`config.mk`:
```
export PLATFORM = sky130hd
export DESIGN_NAME = mission_transfer_handshake_unit
export DESIGN_NICKNAME = d
export VERILOG_FILES = /design/src/rtl/mth_pkg.sv /design/src/rtl/mission_transfer_handshake_unit.sv
export SDC_FILE = /design/constraint.sdc
export NUM_CORES = 2
export LEC_CHECK = 0
export BUFFER_PORTS_ARGS = -buffer_cell sky130_fd_sc_hd__buf_2
export CORE_ASPECT_RATIO = 0.75
export CORE_MARGIN = 10
export CORE_UTILIZATION = 40
export CTS_CLUSTER_SIZE = 30
export DETAILED_ROUTE_END_ITERATION = 7
export PLACE_DENSITY_LB_ADDON = 0.3
export SLEW_MARGIN = 20
export SYNTH_ARGS = -nofsm -noshare
export SYNTH_HDL_FRONTEND = slang
export SYNTH_SLANG_ARGS = --single-unit
export TNS_END_PERCENT = 1
```
`constraint.sdc`:
```
create_clock -name clock -period 6.15 [get_ports clock]
set_input_delay 1.23 -clock clock [delete_from_list [all_inputs] [get_ports clock]]
set_output_delay 1.23 -clock clock [all_outputs]
set_load 0.005 [all_outputs]
```
`src/rtl/mth_pkg.sv`:
```
package mth_pkg;

   // Transfer modes
   typedef enum logic [1:0] {
      MODE_IDLE     = 2'd0,
      MODE_UPLOAD   = 2'd1,
      MODE_DOWNLOAD = 2'd2,
      MODE_CLEAR    = 2'd3
   } mode_type;

   // Input actions
   localparam logic [2:0] ACT_TICK           = 3'd0;
   localparam logic [2:0] ACT_START_UPLOAD   = 3'd1;
   localparam logic [2:0] ACT_START_DOWNLOAD = 3'd2;
   localparam logic [2:0] ACT_START_CLEAR    = 3'd3;
   localparam logic [2:0] ACT_REQUEST        = 3'd4;
   localparam logic [2:0] ACT_COUNT          = 3'd5;
   localparam logic [2:0] ACT_ITEM           = 3'd6;
   localparam logic [2:0] ACT_ACK            = 3'd7;

   // Message kinds to send
   localparam logic [2:0] SEND_NONE    = 3'd0;
   localparam logic [2:0] SEND_COUNT   = 3'd1;
   localparam logic [2:0] SEND_ITEM    = 3'd2;
   localparam logic [2:0] SEND_REQUEST = 3'd3;
   localparam logic [2:0] SEND_ACK     = 3'd4;
   localparam logic [2:0] SEND_LIST    = 3'd5;
   localparam logic [2:0] SEND_CLEAR   = 3'd6;

   // Event codes
   localparam logic [3:0] EV_NONE        = 4'd0;
   localparam logic [3:0] EV_PROGRESS    = 4'd1;
   localparam logic [3:0] EV_UPLOAD_DONE = 4'd2;
   localparam logic [3:0] EV_DOWN_DONE   = 4'd3;
   localparam logic [3:0] EV_CLEARED     = 4'd4;
   localparam logic [3:0] EV_BUSY        = 4'd5;
   localparam logic [3:0] EV_NO_RESPONSE = 4'd6;
   localparam logic [3:0] EV_BAD_INDEX   = 4'd7;
   localparam logic [3:0] EV_REJECTED    = 4'd8;

   // Register indexes
   localparam logic CSR_MAX_ATTEMPTS  = 1'b0;
   localparam logic CSR_TIMEOUT_TICKS = 1'b1;

   localparam logic [3:0]  MAX_ATTEMPTS_RESET  = 4'd3;
   localparam logic [15:0] TIMEOUT_TICKS_RESET = 16'd1000;

   // Result queue sizing: up to four results per transaction
   localparam int ResMax = 4;
   localparam int QDepth = 8;
   localparam int QIdxW  = 3;
   localparam int QCntW  = 4;
   localparam int RCntW  = 3;

   typedef struct packed {
      logic [2:0]         action;
      logic [15:0]        seq_number;
      logic [15:0]        item_count;
      logic [7:0]         ack_type;
      logic [15:0]        in_command;
      logic signed [31:0] in_latitude;
      logic signed [31:0] in_longitude;
      logic [31:0]        in_altitude;
   } req_type;

   typedef struct packed {
      logic [2:0]         send_kind;
      logic [15:0]        send_number;
      logic [3:0]         event_code;
      logic [15:0]        progress_done;
      logic [15:0]        progress_total;
      logic               item_valid;
      logic [15:0]        out_command;
      logic signed [31:0] out_latitude;
      logic signed [31:0] out_longitude;
      logic [31:0]        out_altitude;
      logic               last_result;
   } rsp_type;

   function automatic rsp_type mk_send(logic [2:0] kind, logic [15:0] number);
      rsp_type r;
      r = '0;
      r.send_kind = kind;
      r.send_number = number;
      return r;
   endfunction

   function automatic rsp_type mk_event(logic [3:0] code, logic [15:0] done,
                                        logic [15:0] total);
      rsp_type r;
      r = '0;
      r.event_code = code;
      r.progress_done = done;
      r.progress_total = total;
      return r;
   endfunction

endpackage

```
`src/rtl/mission_transfer_handshake_unit.sv`:
```
// Mission transfer engine, ground side.
// Input channel (req_*): one transaction per start command, decoded peer
// message or timer tick. Result channel (rsp_*): one transaction per message
// to send, event or forwarded item; rsp_last_result marks the final result of
// an input transaction. Inputs that cause nothing produce no result.
// Configuration (csr_*): max_attempts at index 0, timeout_ticks at index 1,
// written by the user only while the engine is quiet; the block does not enforce it.
// Flow: an accepted transaction is held in the input register, its results
// are computed in a single pass and are registered into an 8-entry result
// queue, whose head drives the result port; the head result is taken at a
// clock edge where rsp_stall is low.
// Throughput: one input transaction per clock while each causes at most one
// result and the receiver does not stall; the result port delivers one result
// per clock while the receiver does not stall. The input register is
// processed only while the queue has room for four results.
// Reset clears mode, retry timer, totals, the queue and the input register and
// restores max_attempts to 3 and timeout_ticks to 1000.
// When the receiver stalls, the head result holds and the queue fills; once
// it cannot take four more, req_stall rises and the pending input holds.
module mission_transfer_handshake_unit (
   input  logic                clock,
   input  logic                reset,
   // configuration
   input  logic                csr_write_en,
   input  logic                csr_index,
   input  logic [15:0]         csr_wdata,
   // input channel
   input  logic                req_valid,
   output logic                req_stall,
   input  logic [2:0]          req_action,
   input  logic [15:0]         req_seq_number,
   input  logic [15:0]         req_item_count,
   input  logic [7:0]          req_ack_type,
   input  logic [15:0]         req_in_command,
   input  logic signed [31:0]  req_in_latitude,
   input  logic signed [31:0]  req_in_longitude,
   input  logic [31:0]         req_in_altitude,
   // result channel
   output logic                rsp_valid,
   input  logic                rsp_stall,
   output logic [2:0]          rsp_send_kind,
   output logic [15:0]         rsp_send_number,
   output logic [3:0]          rsp_event_code,
   output logic [15:0]         rsp_progress_done,
   output logic [15:0]         rsp_progress_total,
   output logic                rsp_item_valid,
   output logic [15:0]         rsp_out_command,
   output logic signed [31:0]  rsp_out_latitude,
   output logic signed [31:0]  rsp_out_longitude,
   output logic [31:0]         rsp_out_altitude,
   output logic                rsp_last_result
);
   import mth_pkg::*;

   // configuration registers
   logic [3:0]  max_att_ff;
   logic [15:0] timeout_ff;

   // input register
   logic    in_valid_ff;
   req_type in_ff;

   // transfer state
   mode_type    mode_ff, mode_in;
   logic [3:0]  attempt_ff, attempt_in;
   logic [15:0] ticks_ff, ticks_in;
   logic        timer_ff, timer_in;
   logic [15:0] out_total_ff, out_total_in;
   logic [15:0] exp_total_ff, exp_total_in;
   logic [15:0] req_idx_ff, req_idx_in;
   logic [2:0]  saved_kind_ff, saved_kind_in;
   logic [15:0] saved_num_ff, saved_num_in;

   // result queue
   rsp_type           q_ff [QDepth];
   logic [QIdxW-1:0]  q_head_ff, q_tail_ff;
   logic [QCntW-1:0]  q_count_ff;

   // single-pass processing outputs
   rsp_type          res [ResMax];
   logic [RCntW-1:0] rcount;
   logic             space;
   logic             fire;
   logic             pop;
   logic             req_accept;

   assign space      = (q_count_ff <= QCntW'(ResMax));
   assign fire       = in_valid_ff && space;
   assign req_stall  = in_valid_ff && !space;
   assign req_accept = req_valid && !req_stall;
   assign rsp_valid  = (q_count_ff != '0);
   assign pop        = rsp_valid && !rsp_stall;

   // configuration writes
   always_ff @(posedge clock) begin
      if (reset) begin
         max_att_ff <= MAX_ATTEMPTS_RESET;
         timeout_ff <= TIMEOUT_TICKS_RESET;
      end else if (csr_write_en) begin
         unique case (csr_index)
            CSR_MAX_ATTEMPTS:  max_att_ff <= csr_wdata[3:0];
            CSR_TIMEOUT_TICKS: timeout_ff <= csr_wdata;
            default: ;
         endcase
      end
   end

   // capture the input transaction
   always_ff @(posedge clock) begin
      if (reset) begin
         in_valid_ff <= 1'b0;
      end else if (req_accept) begin
         in_valid_ff <= 1'b1;
      end else if (fire) begin
         in_valid_ff <= 1'b0;
      end
   end

   always_ff @(posedge clock) begin
      if (req_accept) begin
         in_ff.action       <= req_action;
         in_ff.seq_number   <= req_seq_number;
         in_ff.item_count   <= req_item_count;
         in_ff.ack_type     <= req_ack_type;
         in_ff.in_command   <= req_in_command;
         in_ff.in_latitude  <= req_in_latitude;
         in_ff.in_longitude <= req_in_longitude;
         in_ff.in_altitude  <= req_in_altitude;
      end
   end

   // compute results and next state for the held transaction
   always_comb begin
      logic        idle_go;
      logic        trk;
      logic [2:0]  trk_kind;
      logic [15:0] trk_num;
      logic [15:0] total_sat;
      logic [16:0] got;
      rsp_type     item_res;

      idle_go   = 1'b0;
      trk       = 1'b0;
      trk_kind  = SEND_NONE;
      trk_num   = '0;
      total_sat = (in_ff.item_count == 16'hFFFF) ? 16'hFFFF : in_ff.item_count + 16'd1;
      got       = {1'b0, req_idx_ff} + 17'd1;
      item_res  = '0;
      item_res.item_valid    = 1'b1;
      item_res.out_command   = in_ff.in_command;
      item_res.out_latitude  = in_ff.in_latitude;
      item_res.out_longitude = in_ff.in_longitude;
      item_res.out_altitude  = in_ff.in_altitude;

      mode_in      = mode_ff;
      attempt_in   = attempt_ff;
      ticks_in     = ticks_ff;
      timer_in     = timer_ff;
      out_total_in = out_total_ff;
      exp_total_in = exp_total_ff;
      req_idx_in   = req_idx_ff;
      saved_kind_in = saved_kind_ff;
      saved_num_in  = saved_num_ff;

      for (int k = 0; k < ResMax; k++) begin
         res[k] = '0;
      end
      rcount = '0;

      unique case (in_ff.action)
         ACT_TICK: begin
            if (timer_ff) begin
               if (ticks_ff > 16'd1) begin
                  ticks_in = ticks_ff - 16'd1;
               end else if (attempt_ff >= max_att_ff) begin
                  idle_go = 1'b1;
                  res[0]  = mk_event(EV_NO_RESPONSE, '0, '0);
                  rcount  = RCntW'(1);
               end else begin
                  attempt_in = attempt_ff + 4'd1;
                  ticks_in   = timeout_ff;
                  res[0]     = mk_send(saved_kind_ff, saved_num_ff);
                  rcount     = RCntW'(1);
               end
            end
         end
         ACT_START_UPLOAD, ACT_START_DOWNLOAD, ACT_START_CLEAR: begin
            if (mode_ff != MODE_IDLE) begin
               res[0] = mk_event(EV_BUSY, '0, '0);
               rcount = RCntW'(1);
            end else if (in_ff.action == ACT_START_UPLOAD && in_ff.item_count != '0) begin
               out_total_in = total_sat;
               mode_in      = MODE_UPLOAD;
               res[0]       = mk_event(EV_PROGRESS, '0, total_sat);
               trk          = 1'b1;
               trk_kind     = SEND_COUNT;
               trk_num      = total_sat;
               res[1]       = mk_send(SEND_COUNT, total_sat);
               rcount       = RCntW'(2);
            end else if (in_ff.action == ACT_START_DOWNLOAD) begin
               mode_in  = MODE_DOWNLOAD;
               trk      = 1'b1;
               trk_kind = SEND_LIST;
               res[0]   = mk_send(SEND_LIST, '0);
               rcount   = RCntW'(1);
            end else begin
               // clear, or upload of an empty plan
               mode_in  = MODE_CLEAR;
               trk      = 1'b1;
               trk_kind = SEND_CLEAR;
               res[0]   = mk_send(SEND_CLEAR, '0);
               rcount   = RCntW'(1);
            end
         end
         ACT_REQUEST: begin
            if (mode_ff == MODE_UPLOAD) begin
               if (in_ff.seq_number >= out_total_ff) begin
                  idle_go = 1'b1;
                  res[0]  = mk_event(EV_BAD_INDEX, '0, '0);
                  rcount  = RCntW'(1);
               end else begin
                  res[0]   = mk_event(EV_PROGRESS, in_ff.seq_number + 16'd1, out_total_ff);
                  trk      = 1'b1;
                  trk_kind = SEND_ITEM;
                  trk_num  = in_ff.seq_number;
                  res[1]   = mk_send(SEND_ITEM, in_ff.seq_number);
                  rcount   = RCntW'(2);
               end
            end
         end
         ACT_COUNT: begin
            if (mode_ff == MODE_DOWNLOAD) begin
               exp_total_in = in_ff.item_count;
               if (in_ff.item_count == '0) begin
                  idle_go = 1'b1;
                  res[0]  = mk_send(SEND_ACK, '0);
                  res[1]  = mk_event(EV_DOWN_DONE, '0, '0);
                  rcount  = RCntW'(2);
               end else begin
                  req_idx_in = '0;
                  res[0]     = mk_event(EV_PROGRESS, '0, in_ff.item_count);
                  trk        = 1'b1;
                  trk_kind   = SEND_REQUEST;
                  res[1]     = mk_send(SEND_REQUEST, '0);
                  rcount     = RCntW'(2);
               end
            end
         end
         ACT_ITEM: begin
            if (mode_ff == MODE_DOWNLOAD && in_ff.seq_number == req_idx_ff) begin
               // home item is consumed without forwarding
               if (in_ff.seq_number != '0) begin
                  res[0] = item_res;
                  res[1] = mk_event(EV_PROGRESS, got[15:0], exp_total_ff);
                  if (got >= {1'b0, exp_total_ff}) begin
                     idle_go = 1'b1;
                     res[2]  = mk_send(SEND_ACK, '0);
                     res[3]  = mk_event(EV_DOWN_DONE, '0, '0);
                     rcount  = RCntW'(4);
                  end else begin
                     req_idx_in = got[15:0];
                     trk        = 1'b1;
                     trk_kind   = SEND_REQUEST;
                     trk_num    = got[15:0];
                     res[2]     = mk_send(SEND_REQUEST, got[15:0]);
                     rcount     = RCntW'(3);
                  end
               end else begin
                  res[0] = mk_event(EV_PROGRESS, got[15:0], exp_total_ff);
                  if (got >= {1'b0, exp_total_ff}) begin
                     idle_go = 1'b1;
                     res[1]  = mk_send(SEND_ACK, '0);
                     res[2]  = mk_event(EV_DOWN_DONE, '0, '0);
                     rcount  = RCntW'(3);
                  end else begin
                     req_idx_in = got[15:0];
                     trk        = 1'b1;
                     trk_kind   = SEND_REQUEST;
                     trk_num    = got[15:0];
                     res[1]     = mk_send(SEND_REQUEST, got[15:0]);
                     rcount     = RCntW'(2);
                  end
               end
            end
         end
         ACT_ACK: begin
            if (mode_ff == MODE_UPLOAD || mode_ff == MODE_CLEAR) begin
               idle_go = 1'b1;
               if (in_ff.ack_type != '0) begin
                  res[0] = mk_event(EV_REJECTED, '0, '0);
                  rcount = RCntW'(1);
               end else if (mode_ff == MODE_UPLOAD) begin
                  res[0] = mk_event(EV_PROGRESS, out_total_ff, out_total_ff);
                  res[1] = mk_event(EV_UPLOAD_DONE, '0, '0);
                  rcount = RCntW'(2);
               end else begin
                  res[0] = mk_event(EV_CLEARED, '0, '0);
                  rcount = RCntW'(1);
               end
            end
         end
         default: ;
      endcase

      // arm retry tracking for the tracked send
      if (trk) begin
         saved_kind_in = trk_kind;
         saved_num_in  = trk_num;
         attempt_in    = 4'd1;
         ticks_in      = timeout_ff;
         timer_in      = 1'b1;
      end

      // drop back to idle; the requested index survives
      if (idle_go) begin
         mode_in       = MODE_IDLE;
         attempt_in    = '0;
         ticks_in      = '0;
         timer_in      = 1'b0;
         out_total_in  = '0;
         exp_total_in  = '0;
         saved_kind_in = SEND_NONE;
         saved_num_in  = '0;
      end

      // mark the final result
      for (int k = 0; k < ResMax; k++) begin
         if (RCntW'(k) + RCntW'(1) == rcount) begin
            res[k].last_result = 1'b1;
         end
      end
   end

   // state registers
   always_ff @(posedge clock) begin
      if (reset) begin
         mode_ff       <= MODE_IDLE;
         attempt_ff    <= '0;
         ticks_ff      <= '0;
         timer_ff      <= 1'b0;
         out_total_ff  <= '0;
         exp_total_ff  <= '0;
         req_idx_ff    <= '0;
         saved_kind_ff <= SEND_NONE;
         saved_num_ff  <= '0;
      end else if (fire) begin
         mode_ff       <= mode_in;
         attempt_ff    <= attempt_in;
         ticks_ff      <= ticks_in;
         timer_ff      <= timer_in;
         out_total_ff  <= out_total_in;
         exp_total_ff  <= exp_total_in;
         req_idx_ff    <= req_idx_in;
         saved_kind_ff <= saved_kind_in;
         saved_num_ff  <= saved_num_in;
      end
   end

   // push results into the queue
   always_ff @(posedge clock) begin
      for (int k = 0; k < ResMax; k++) begin
         if (fire && (RCntW'(k) < rcount)) begin
            q_ff[q_tail_ff + QIdxW'(k)] <= res[k];
         end
      end
   end

   // advance queue pointers
   always_ff @(posedge clock) begin
      if (reset) begin
         q_head_ff  <= '0;
         q_tail_ff  <= '0;
         q_count_ff <= '0;
      end else begin
         if (fire) begin
            q_tail_ff <= q_tail_ff + QIdxW'(rcount);
         end
         if (pop) begin
            q_head_ff <= q_head_ff + QIdxW'(1);
         end
         q_count_ff <= q_count_ff + (fire ? QCntW'(rcount) : QCntW'(0))
                       - (pop ? QCntW'(1) : QCntW'(0));
      end
   end

   // present the head result
   assign rsp_send_kind      = q_ff[q_head_ff].send_kind;
   assign rsp_send_number    = q_ff[q_head_ff].send_number;
   assign rsp_event_code     = q_ff[q_head_ff].event_code;
   assign rsp_progress_done  = q_ff[q_head_ff].progress_done;
   assign rsp_progress_total = q_ff[q_head_ff].progress_total;
   assign rsp_item_valid     = q_ff[q_head_ff].item_valid;
   assign rsp_out_command    = q_ff[q_head_ff].out_command;
   assign rsp_out_latitude   = q_ff[q_head_ff].out_latitude;
   assign rsp_out_longitude  = q_ff[q_head_ff].out_longitude;
   assign rsp_out_altitude   = q_ff[q_head_ff].out_altitude;
   assign rsp_last_result    = q_ff[q_head_ff].last_result;

   // queue never overflows
   assert property (@(posedge clock) disable iff (reset)
      q_count_ff <= QCntW'(QDepth))
      else $error("result queue overflow");

   // a processed transaction with results leaves the queue non-empty
   assert property (@(posedge clock) disable iff (reset)
      (fire && rcount != '0) |=> (q_count_ff != '0))
      else $error("results lost after processing");

   // the retry timer never runs while idle
   assert property (@(posedge clock) disable iff (reset)
      (mode_ff == MODE_IDLE) |-> !timer_ff)
      else $error("retry timer running in idle mode");

   // a running timer always has at least one send counted
   assert property (@(posedge clock) disable iff (reset)
      timer_ff |-> (attempt_ff != '0))
      else $error("timer running with zero attempts");

endmodule

```
Word level (Yosys, flattened, before mapping)
Memories as Yosys holds them, arrays and structs flattened. A register that Yosys moved wholly into a read port is not among the register bits.
Cells that the tools add are included.
{"block": "totals", "n_memories": 1, "output_inout_bits": 171, "elab_cells": 241, "ramBits": 1352, "regBits": 276, "inputBits": 177}
{"block": "classes", "reduce_logical": 40, "n_lt_le_gt_ge": 9, "mux": 131, "eq_ne": 24, "addsub": 12, "n_bitwise": 1}
{"name": "q_ff", "depth": 8, "width": 169, "read_ports": 1, "rd_ports_with_merged_regs": 1, "wr": 4, "line": "mission_transfer_handshake_unit.sv:75", "source": "rsp_type q_ff [QDepth];"}
{"op": "$mux 338", "n": 5}
{"op": "$mux 169", "n": 6}
{"op": "$pmux 169 s6", "n": 1}
{"op": "$pmux 169 s5", "n": 1}
{"op": "$mux 654", "n": 1}
{"op": "$mux 148", "n": 4}
{"op": "$mux 485", "n": 1}
{"op": "$mux 16", "n": 26}
{"op": "$mux 168", "n": 2}
{"op": "$mux 167", "n": 2}
{"op": "$mux 149", "n": 2}
{"op": "$mux 150", "n": 1}
{"op": "$pmux 16 s3", "n": 1}
{"op": "$mux 1", "n": 38}
{"op": "$mux 3", "n": 12}
{"op": "$mux 2", "n": 17}
{"op": "$add 16x1->16 const B", "n": 2}
{"op": "$pmux 16 s2", "n": 1}
{"op": "$reduce_bool 16->1", "n": 2}
{"op": "$mux 4", "n": 6}
{"op": "$pmux 3 s6", "n": 1}
{"op": "$add 16x1->17 const B", "n": 1}
{"op": "$ge 17x16->1", "n": 1}
{"op": "$eq 16x16->1", "n": 1}
{"op": "45 further kinds", "n": 82}

Longest topological paths before layout
{"block": "logic_depth", "word_depth": 10, "ltp_mapped": 28}

Worst setup path after synthesis
OpenSTA, ideal clock, no wires.
{"block": "synth_timing", "path_type": "reg2reg", "start": "reg req_idx_ff[1]", "end": "reg q_count_ff[2]", "setup_slack_ns": 0.473, "arrival_ns": 5.549, "required_ns": 6.022, "setup_ns": 0.128, "path_stages_with_launch": 26, "cell_sequence": "dfxtp_1 ha_1 nand3_1 nor2_1 and3_1 nand3_1 xnor2_1 ha_1 a21oi_1 nor2b_1 a311oi_1 o211a_1 clkbuf_1 ha_1 nor3_1 o31ai_4 inv_2 buf_2 clkbuf_1 nand2_1 ha_1 inv_1 ha_1 fa_1 xnor2_1 nor2_1"}
{"block": "synth_via", "elab_chain_cells": 9}
{"element": "from (decl)", "line": "mission_transfer_handshake_unit.sv:70", "source": "logic [15:0] req_idx_ff, req_idx_in;"}
{"element": "from (signal assigned)", "line": "mission_transfer_handshake_unit.sv:353", "source": "req_idx_ff <= req_idx_in;"}
{"element": "$add 16x1->17", "line": "mission_transfer_handshake_unit.sv:147", "source": "got = {1'b0, req_idx_ff} + 17'd1;"}
{"element": "$ge 17x16->1", "line": "mission_transfer_handshake_unit.sv:255, mission_transfer_handshake_unit.sv:270"}
{"element": "$mux 1 / $mux 3 (equally long branches)", "line": "mission_transfer_handshake_unit.sv:270, mission_transfer_handshake_unit.sv:255"}
{"element": "$mux 3", "line": "mission_transfer_handshake_unit.sv:252", "source": "if (in_ff.seq_number != '0) begin"}
{"element": "$mux 3 *", "line": "mission_transfer_handshake_unit.sv:250", "source": "if (mode_ff == MODE_DOWNLOAD && in_ff.seq_number == req_idx_ff) begin"}
{"element": "$pmux 3 s6 *", "line": "mission_transfer_handshake_unit.sv:170", "source": "unique case (in_ff.action)"}
{"element": "$mux 3 *", "line": "mission_transfer_handshake_unit.sv:381", "source": "q_count_ff <= q_count_ff + (fire ? QCntW'(rcount) : QCntW'(0))"}
{"element": "$add 4x3->4 *", "line": "mission_transfer_handshake_unit.sv:381"}
{"element": "$sub 4x1->4 *", "line": "mission_transfer_handshake_unit.sv:382", "source": "- (pop ? QCntW'(1) : QCntW'(0));"}
{"element": "to (signal assigned)", "line": "mission_transfer_handshake_unit.sv:381"}
{"element": "to (decl)", "line": "mission_transfer_handshake_unit.sv:77", "source": "logic [QCntW-1:0] q_count_ff;"}
Mark *: on every way between the ends. The rest lies on a longest branch, timed or not.
A chain may end at the register's enable or synchronous reset.

==> summary.md <==
| Metric | Value |
|---|---|
| Outcome | finished clean |
| Share of cells above drive strength 1 | 0.177 |
| Leak | 31.9 nW |
| Core ar. | 189000 µm² |
| CTS tree | yes |
| GRT overflow | 0 |
| ANT nets after route | 0 |
| Asr flop ratio synth | 0 |
| First-pass iteration count of the detailed router | 7 |
| Final setup fails | 0 |
| GP Congestion | around 1.0 |
| Final Hold Vio Count | 0 |
| Worst setup SP type | register |
| Post-route DRC violation count | 0 |
| CTS H-tree lvls | 4 |
| Initial antenna violation count | 23 |
| Die width | about 520 µm |
| Worst skew pair latency | 850 ps |
| DIE AREA | around 210000 µm² |
| Vias/cell | 6.21 |
| Pin count of the biggest net entering global routing | 98 |
| Input/output buffers | 347 |
| DR vias | just over 70000 |
| Maximum vdd drop | 0.270 mV |
| Setup slack, reg-to-reg | 180 ps |
| Slew margin rel. | 0.214 |
| Biggest area consumer among synthesized cells | dfxtp_1 |
| I/O pin cnt | 348 |
| DRT Wirelength | between 300 and 400 mm |
| Mapped Cells | between 8000 and 9000 |
| Post-synth EDFFs | 179 |
| Final Cycle Share | 0.972 |
| Post-synth top flop | dfxtp_1 |
| CTS clk-pin slew, worst paths | 70 ps |
| Sequential fraction of the synthesis area | 0.454 |
| Fin. max-slew vios | 0 |
| Final min period | 5970 ps |
| Placed Instances | 11100 |
| Cell with the most instances after synthesis | nand2_1 |
| Post-placement worst setup slack | 91.0 ps |
| Finished Layout Cells | approximately 11000 |
| Vias in the first global route | between 60000 and 70000 |
| Synthesized area | 75900 µm² |
| Worst hold-check path type | reg -> reg |
| Design area | approximately 87000 µm² |
| Die Y | 397 µm |
| WP data arrival | between 6000 and 7000 ps |
| Synth-to-layout area growth | 14.5% |
| Placed cell areas | 81100 µm² |
| DR WL/cell | 28.6 µm |
| Gr usage total | 0.299 |
| First-pass GRT wire length | 470 mm |
| CTS root buf | clkbuf_16 |
| Total power | approximately 27 mW |
| WS Path Type | reg -> reg |
| DP Wirelength | about 210 mm |
| Starting density of the core | 0.402 |
| Syn nets | approximately 9000 |
| Warning count from the yosys run | 0 |
| Slew @ Worst Pin | 1170 ps |
| Top cell type's share of synthesized area | 0.383 |
| Layout Utilization | 0.460 |
| CP max FO | 7 |
| 1st-iter DRT viols | around 9900 |
| Synth cell types | 95 |
| Synthesized area per cell | between 8 and 9 µm² |
| Post-synthesis register bit count | 1631 |
| Final worst clock skew | between 70 and 80 ps |
| Cell Rows | 138 |
| CTS buffer count | around 170 |
| Endpoint class of the critical path | register |
| Max_cap viols | 0 |
| Max Root-Sink Buffers | 3 |
| Maximum clock frequency | 167 MHz |
| Critical Path RT | 6860 ps |
| TNS Setup | 0 ps |
| Cells taking the most area after synthesis | dfxtp_1 38%, nand2_1 11%, mux4_2 10% |
| Synth cell count leaders | 2198 x nand2_1, 1452 x dfxtp_1, 1334 x a21oi_1 |
| Fin Hold WS | 443 ps |
| Worst setup slack after layout | 175 ps |
| Final net count | around 9000 |
| Clock sink count | 1631 |
| Power per Cell Area | approximately 310 nW/µm² |
| Final-layout fill cell count | 17800 |
[sequential cells by signal (all words and copies together), names as in the netlist, named ones only]
signal and flops:
mode_ff 2, out_total_ff 16, timeout_ff 16, req_idx_ff 16, timer_ff 1, ticks_ff 16, exp_total_ff 16, in_valid_ff 1
max_att_ff 4, attempt_ff 4, saved_kind_ff 3, q_ff 1352, in_ff 155, q_tail_ff 3, q_head_ff 3, q_count_ff 4
saved_num_ff 16
[logic make-up after synthesis]
kind of cell             count (synthesis)  share of synthesized area
flip-flops                            1631                      0.454
AND/OR/NAND/NOR                       3467                      0.190
adder cells (fa/ha/maj)                 61                     0.0103
XOR/XNOR                                65                    0.00750
AO/OA/AOI/OAI                         2065                      0.158
multiplexers                           525                      0.128
buffers and inverters                  928                     0.0530
[final timing paths]
kind / from / endpoint / cells past startpoint
min reg2reg: q_ff[5][154] / q_ff[5][154] / 2
max: req_idx_ff[8] / q_ff[0][165] / 22
min: q_ff[5][154] / q_ff[5][154] / 2
max reg2reg: req_idx_ff[8] / q_ff[0][165] / 22
[critical path, stage by stage (launching register included)]
cell	delay, ps
dfxtp_1	470
nand2_1	110
nor2_1	360
nand3_1	270
nor2_1	250
xnor2_2	310
inv_1	190
ha_1	230
a21oi_1	140
nor2b_1	60
a311oi_1	490
o211a_1	330
inv_1	120
ha_1	220
nand2b_1	150
and3_1	350
buf_4	230
o31ai_2	240
o211ai_2	370
nor2_1	490
buf_4	290
nand2_1	70
a21oi_1	120
[cells in the final DEF (no fill, tap or decap), types with 28 or more instances in the layout]
| cell type | count |
|---|---|
| ha_1 | 59 |
| clkbuf_16 | 173 |
| xnor2_1 | 31 |
| nor4_1 | 82 |
| clkbuf_1 | 46 |
| xor2_1 | 32 |
| o211ai_1 | 36 |
| inv_1 | 85 |
| a21oi_1 | 1331 |
| and3_1 | 150 |
| buf_2 | 346 |
| nor2_1 | 649 |
| clkbuf_8 | 38 |
| mux4_2 | 338 |
| mux2_2 | 171 |
| nand3_1 | 105 |
| edfxtp_1 | 179 |
| a22oi_1 | 67 |
| buf_12 | 82 |
| nand2_1 | 2188 |
| a211oi_1 | 62 |
| a31oi_1 | 49 |
| nand2b_1 | 28 |
| dfxtp_1 | 1449 |
| o22ai_1 | 186 |
| o21ai_0 | 111 |
| nor3_1 | 109 |
| buf_4 | 277 |
| a221oi_1 | 28 |
[cell type report]
| type | count | area [µm²] | area share |
|---|---|---|---|
| timing repair buffer | 706 | 5460 | 0.0628 |
| antenna | 5 | 12.5 | 0.000144 |
| inverter | 88 | 333 | 0.00383 |
| multi-input combinational | 6183 | 37800 | 0.434 |
| clock inverter | 51 | 699 | 0.00805 |
| sequential | 1631 | 34500 | 0.397 |
| clock buffer | 258 | 5030 | 0.0579 |
| tap | 2520 | 3150 | 0.0363 |
[metal layers]
metal	wire, µm	GRT usage	part of all wire	vias up
met5	123	0	0.00038	-
met2	136000	0.428	0.42	4759
met3	41200	0.0915	0.13	844
li1	-	-	-	30600
met4	14000	0.117	0.043	16
met1	136000	0.420	0.42	34900
[power breakdown]
part           internal [mW]  total (mW)  switching, mW
Sequential              11.3        11.7          0.464
Combinational           1.73        4.13           2.40
Clock                   6.03        10.7           4.70
Total                   19.0        26.6           7.56
[what timing repair did]
item	4_1_cts	5_1_grt
endpoints found under the setup margin	0	1272
hold buffers	0	0
buffers inserted	0	4
hold endpoints to repair	0	0
gates resized for setup	0	7
(Power assumes the default switching activity.)
